`config.mk`:
```
export PLATFORM = sky130hd
export DESIGN_NAME = sbfcd_ctrl
export DESIGN_NICKNAME = d
export VERILOG_FILES = /design/src/hdl/sbfcd_pkg.sv /design/src/hdl/sbfcd_ctrl.sv
export VERILOG_INCLUDE_DIRS = /design/src /design/src/hdl
export SDC_FILE = /design/constraint.sdc
export NUM_CORES = 1
export LEC_CHECK = 0
export CAP_MARGIN = 10
export CORE_UTILIZATION = 55
export CTS_CLUSTER_SIZE = 8
export DETAILED_ROUTE_END_ITERATION = 10
export DONT_BUFFER_PORTS = 1
export GPL_TIMING_DRIVEN = 0
export PLACE_DENSITY = 0.8
export SYNTH_ARGS = -nofsm -noshare
export SYNTH_HDL_FRONTEND = slang
export SYNTH_SLANG_ARGS = --single-unit
```
`constraint.sdc`:
```
create_clock -name clock -period 2.8 [get_ports clock]
set_input_delay 0.14 -clock clock [delete_from_list [all_inputs] [get_ports clock]]
set_output_delay 0.14 -clock clock [all_outputs]
set_load 0.01 [all_outputs]
```
`src/hdl/size_budget_fifo_cache_directory_assert.svh`:
```
`ifndef SIZE_BUDGET_FIFO_CACHE_DIRECTORY_ASSERT_SVH
`define SIZE_BUDGET_FIFO_CACHE_DIRECTORY_ASSERT_SVH

// same-cycle implication checked on every clock edge outside reset
`define SBFCD_ASSERT_NOW(lbl, ante, cons, msg) \
   lbl: assert property (@(posedge clock) disable iff (reset) (ante) |-> (cons)) \
      else $error(msg);

// next-cycle implication checked on every clock edge outside reset
`define SBFCD_ASSERT_NEXT(lbl, ante, cons, msg) \
   lbl: assert property (@(posedge clock) disable iff (reset) (ante) |=> (cons)) \
      else $error(msg);

`endif

```
`src/hdl/sbfcd_pkg.sv`:
```
package sbfcd_pkg;

   // default directory depth
   localparam int SBFCD_DEPTH = 16;

   localparam int KEY_W   = 64;
   localparam int SIZE_W  = 32;
   localparam int HNDL_W  = 32;
   localparam int BYTES_W = 40;

   // operation codes
   localparam logic [1:0] OP_SET   = 2'd0;
   localparam logic [1:0] OP_GET   = 2'd1;
   localparam logic [1:0] OP_RESET = 2'd2;

   // csr register indexes
   localparam logic CSR_MAX_TOTAL  = 1'b0;
   localparam logic CSR_MAX_OBJECT = 1'b1;

   // stored directory entry
   typedef struct packed {
      logic [KEY_W-1:0]  key;
      logic [SIZE_W-1:0] size;
      logic [HNDL_W-1:0] handle;
   } entry_type;

   // controller states
   typedef enum logic [3:0] {
      ST_IDLE,
      ST_DISP,
      ST_SRD,
      ST_SCMP,
      ST_HIT,
      ST_CRD,
      ST_CWR,
      ST_EVCHK,
      ST_ERD,
      ST_EHIT,
      ST_RRD,
      ST_RPUSH,
      ST_NRD,
      ST_NLD,
      ST_NWAIT,
      ST_FWAIT
   } state_type;

   // controller to datapath
   typedef struct packed {
      logic cap;
      logic idx_top;
      logic idx_zero;
      logic idx_dec;
      logic idx_inc;
      logic rd_cur;
      logic rd_next;
      logic wr_shift;
      logic wr_append;
      logic push_notice;
      logic sub_bytes;
      logic take_got;
      logic cnt_dec;
      logic clear_all;
      logic fin_set;
      logic fin_ok;
      logic nq_rd;
      logic nq_pop;
      logic nq_clear;
      logic out_notice;
      logic out_final;
   } cmd_type;

   // datapath to controller
   typedef struct packed {
      logic op_set;
      logic op_get;
      logic op_reset;
      logic cnt_zero;
      logic idx_zero;
      logic key_match;
      logic next_in_range;
      logic idx_below_cnt;
      logic size_zero;
      logic size_over;
      logic need_evict;
      logic nq_more;
      logic rsp_pending;
      logic rsp_taken;
   } sts_type;

endpackage

```
`src/hdl/sbfcd_ctrl.sv`:
```
module sbfcd_ctrl import sbfcd_pkg::*; (
   input  logic    clock,
   input  logic    reset,
   input  logic    req_valid,
   output logic    req_ready,
   input  sts_type sts,
   output cmd_type cmd
);

`include "size_budget_fifo_cache_directory_assert.svh"

   state_type state_ff;
   state_type state_in;

   // state register
   always_ff @(posedge clock) begin
      if (reset) begin
         state_ff <= ST_IDLE;
      end else begin
         state_ff <= state_in;
      end
   end

   // next state and commands
   always_comb begin
      state_in  = state_ff;
      cmd       = '0;
      req_ready = 1'b0;
      unique case (state_ff)
         ST_IDLE: begin
            req_ready = 1'b1;
            if (req_valid) begin
               cmd.cap  = 1'b1;
               state_in = ST_DISP;
            end
         end
         ST_DISP: begin
            priority if (sts.op_set || sts.op_get) begin
               if (sts.cnt_zero) begin
                  if (sts.op_get) begin
                     cmd.fin_set = 1'b1;
                     state_in    = ST_NRD;
                  end else begin
                     state_in    = ST_EVCHK;
                  end
               end else begin
                  cmd.idx_top = 1'b1;
                  state_in    = ST_SRD;
               end
            end else if (sts.op_reset) begin
               cmd.idx_zero = 1'b1;
               state_in     = ST_RRD;
            end else begin
               // unknown opcode: refused, no state change
               cmd.fin_set = 1'b1;
               state_in    = ST_NRD;
            end
         end
         // search from newest entry
         ST_SRD: begin
            cmd.rd_cur = 1'b1;
            state_in   = ST_SCMP;
         end
         ST_SCMP: begin
            priority if (sts.key_match) begin
               state_in = ST_HIT;
            end else if (sts.idx_zero) begin
               if (sts.op_get) begin
                  cmd.fin_set = 1'b1;
                  state_in    = ST_NRD;
               end else begin
                  state_in    = ST_EVCHK;
               end
            end else begin
               cmd.idx_dec = 1'b1;
               state_in    = ST_SRD;
            end
         end
         ST_HIT: begin
            cmd.sub_bytes = 1'b1;
            if (sts.op_get) begin
               cmd.take_got = 1'b1;
            end else begin
               cmd.push_notice = 1'b1;
            end
            state_in = ST_CRD;
         end
         // close the gap left by a removed entry
         ST_CRD: begin
            if (sts.next_in_range) begin
               cmd.rd_next = 1'b1;
               state_in    = ST_CWR;
            end else begin
               cmd.cnt_dec = 1'b1;
               if (sts.op_get) begin
                  cmd.fin_set = 1'b1;
                  cmd.fin_ok  = 1'b1;
                  state_in    = ST_NRD;
               end else begin
                  state_in    = ST_EVCHK;
               end
            end
         end
         ST_CWR: begin
            cmd.wr_shift = 1'b1;
            cmd.idx_inc  = 1'b1;
            state_in     = ST_CRD;
         end
         // set: size checks, eviction of oldest, append
         ST_EVCHK: begin
            cmd.fin_set = 1'b1;
            priority if (sts.size_zero) begin
               cmd.fin_ok = 1'b1;
               state_in   = ST_NRD;
            end else if (sts.size_over) begin
               state_in   = ST_NRD;
            end else if (sts.need_evict) begin
               cmd.fin_set  = 1'b0;
               cmd.idx_zero = 1'b1;
               state_in     = ST_ERD;
            end else begin
               cmd.wr_append = 1'b1;
               cmd.fin_ok    = 1'b1;
               state_in      = ST_NRD;
            end
         end
         ST_ERD: begin
            cmd.rd_cur = 1'b1;
            state_in   = ST_EHIT;
         end
         ST_EHIT: begin
            cmd.push_notice = 1'b1;
            cmd.sub_bytes   = 1'b1;
            state_in        = ST_CRD;
         end
         // reset all: release every entry oldest first
         ST_RRD: begin
            if (sts.idx_below_cnt) begin
               cmd.rd_cur = 1'b1;
               state_in   = ST_RPUSH;
            end else begin
               cmd.clear_all = 1'b1;
               cmd.fin_set   = 1'b1;
               cmd.fin_ok    = 1'b1;
               state_in      = ST_NRD;
            end
         end
         ST_RPUSH: begin
            cmd.push_notice = 1'b1;
            cmd.idx_inc     = 1'b1;
            state_in        = ST_RRD;
         end
         // emit notices, then the final word
         ST_NRD: begin
            if (sts.nq_more) begin
               cmd.nq_rd = 1'b1;
               state_in  = ST_NLD;
            end else begin
               cmd.out_final = 1'b1;
               state_in      = ST_FWAIT;
            end
         end
         ST_NLD: begin
            cmd.out_notice = 1'b1;
            state_in       = ST_NWAIT;
         end
         ST_NWAIT: begin
            if (sts.rsp_taken) begin
               cmd.nq_pop = 1'b1;
               state_in   = ST_NRD;
            end
         end
         ST_FWAIT: begin
            if (sts.rsp_taken) begin
               cmd.nq_clear = 1'b1;
               state_in     = ST_IDLE;
            end
         end
         default: begin
            state_in = ST_IDLE;
         end
      endcase
   end

   `SBFCD_ASSERT_NOW(a_idle_drained, state_ff == ST_IDLE, !sts.rsp_pending,
                     "idle with a word still pending")
   `SBFCD_ASSERT_NOW(a_get_no_notice, cmd.push_notice, !sts.op_get,
                     "get released a notice")
   `SBFCD_ASSERT_NEXT(a_final_last, cmd.out_final, state_ff == ST_FWAIT && sts.rsp_pending,
                      "final word not presented")

endmodule

```
==> run_results.csv <==
group,metric,value,unit
timing,rsz0062_at_grt,"false",
power,power_density,1080,nW/um^2
placement,dp_cells,120,
timing,finalCritPeriodShare,67.5,%
grt,overflow,0,
critical_path,required,2.66,ns
hold_path,holdCritPathClass,"input port to flop",
timing,setup-violations-final,0,
finish,top_register,"state_ff",
finish,final_common_cell,"nor2_1",
yosys,synth-edff-count,0,
placement,dpl.hpwl,1550,microns
routing,dr.pass1.iters,4,
routing,drt_wl_total,2040,microns
finish,regArea,80.1,sq um
critical_path,critPathKind,"flop to output port",
routing,ant_nets,0,
timing,fmax,529,MHz
hold_path,hold_path_end,"state_ff[1]",
placement,numPortBuffers,0,
power,p_leak,0.281,nW
finish,multi_input_area,589,sq um
timing,drv_slew,0,
cts,clk_latency,0.25,ns
yosys,ys.warnings.count,0,
finish,n_antenna_cell,0,
grt,grtUsageTotal,30.4,%
die,core,1190,sq um
yosys,syn_inst,106,
yosys,synth_seq_area_share,10.7,%
timing,post-route-min-period,1.89,ns
cts,htreeDepth,1,
critical_path,critical_path.cell_chain,"buf_4 -> clkbuf_1 -> nand3_1 -> nor4_1",
yosys,synthDistinctLibCells,48,
timing,fin_worst_skew,0.00839,ns
yosys,syn_nets,123,
placement,gp_congestion,0.941,
grt,grt_pass1_vias,756,
critical_path,critical-path-top-delay-family,"simple AND/OR/NAND/NOR gates",
critical_path,crit_fanout,10,
critical_path,slowest_delay,0.40,ns
finish,nets,129,
cts,cts_tree,"done",
cts,clockBufferDepth,2,
routing,vias,839,
critical_path,r2r_slack,1.25,ns
finish,area_growth,6.67,%
grt,grt_max_degree,11,
routing,drtIter0Drc,39,
hold_path,hold_depth,3,
routing,avgViaCountPerCell,6.77,
flow_run,max_cap_viol_count,0,
cts,cts.sinks,4,
die,initial_core_util,63.3,%
timing,tightest_slew,0.649,ns
finish,layout_common_cells,"11 x nor2_1, 8 x o21ai_0",
critical_path,crit-reg2reg-launch,"state_ff[0]",
die,row_count,12,
timing,slew_headroom,56.1,%
die,die_h,38.9,microns
die,fp.dieW,38.9,microns
finish,largest_reg_flops,4,
yosys,syn_area_per_cell,7.08,sq um
critical_path,crit_buf_inv,2,
routing,wl_per_cell,16.5,microns
critical_path,crit_path_end_kind,"output port",
critical_path,start_kind,"flop",
yosys,synth-async-reset-ratio,0,%
cts,cts_buffers,3,
timing,hold_viol,0,
critical_path,critPathArrivalTime,1.75,ns
yosys,synth_flop_cell,"dfxtp_1",
routing,route.detailed.drc,0,
power,max-vdd-ir-drop,0.000554,V
die,io_pins,39,
yosys,mappedNetlistArea,751,sq um
yosys,ys_seq_elements,4,
critical_path,reg2reg_to,"state_ff[2]",
finish,fin_cells,124,
cts,cts-root-buf,"clkbuf_4",
die,design.die.area,1520,sq um
run_status,status,"complete, no violations",
grt,grt_pass1_wl,3150,microns
finish,reg_top3,"state_ff x4",
timing,tns,0,ns
critical_path,crit_slowest_cell,"nor4_1",
grt,grt_antenna_before_repair,0,
cts,path_clk_slew,0.04,ns
hold_path,holdCritStartpoint,"sts[7]",
finish,drive_gt1_share,19.1,%
critical_path,reg2regPathDepth,4,
finish,filler_cell_count,112,
-- worst max path at each step --
stage | startpoint | endpoint | slack, ns | depth (start not counted)
6_report | state_ff[0] | cmd[12] | 0.91 | 4
5_1_grt | state_ff[0] | cmd[12] | 0.83 | 4
4_1_cts | state_ff[0] | cmd[12] | 0.91 | 4
3_5_place_dp | state_ff[0] | cmd[12] | 1.17 | 4
3_3_place_gp | state_ff[0] | cmd[12] | 1.20 | 4
2_1_floorplan | state_ff[3] | cmd[19] | 1.35 | 4
-- worst register-to-register path: cells and delay by family, from the launching register on --
family / cells / cell delay, ns
flops: 1 / 0.35
buf+inv: 2 / 0.57
compound gates: 2 / 0.53
-- repair_timing --
action                    CTS  global route
hold buffers                1             0
buffers inserted            0             0
hold endpoints to repair    4             0
gates resized for setup     0             0
-- routing by layer --
metal  wire length [microns]  global-route usage, %  up-vias
li1                        -                      -      401
met4                      10                   7.76        0
met5                       0                      0        -
met1                     885                   39.1      381
met2                     939                   47.9       55
met3                     205                   10.4        2
-- layout make-up --
cell class | count | area share, %
clock buffers | 3 | 2.81
plain buffers | 9 | 8.75
flip-flops and latches | 4 | 10.0
inverters | 3 | 1.41
repair buffers | 1 | 1.25
multi-input cells | 90 | 73.6
well taps | 14 | 2.19
-- report_power, final --
group | switching [mW] | internal (mW) | total [mW]
clock | 0.0261 | 0.0481 | 0.0742
sequential | 0.0376 | 0.0855 | 0.123
combinational | 0.390 | 0.277 | 0.667
-- Yosys cell counts, types with 2 or more instances --
master    count  area share, %
buf_4         3            3.0
nand3_1       3            2.0
nor4_1        2            1.7
buf_6         3            4.5
a21oi_1       5            3.3
nor3_1        6            4.0
o22ai_1       2            1.7
nand2b_1      6            5.0
o21bai_1      2            2.0
o21ai_0       8            5.3
nor4_2        2            3.3
inv_1         3            1.5
nor2b_1       6            5.0
a32o_1        2            2.7
buf_2         2            1.3
nor2_1       11            5.5
dfxtp_1       4             11
nand2_1       6            3.0
-- cell families after synthesis --
family / count (synthesis) / share of synthesized area [%]
buf+inv: 12 / 10.8
xor+xnor: 1 / 1.17
flops: 4 / 10.7
simple gates: 59 / 49.8
compound gates: 30 / 27.5
-- stage by stage --
step	total power [mW]	setup slack [ns]	hold slack [ns]	util (%)	instance area, sq um
floorplan	0.664	1.35	0.209	-	751
global placement	0.770	1.20	0.214	64.8	768
detailed placement	0.779	1.17	0.216	64.8	768
CTS	0.857	0.906	0.158	67.5	801
global route	0.929	0.835	0.184	67.5	801
finish	0.864	0.910	0.156	67.5	801
No activity file was read; power rests on OpenSTA's default activity.
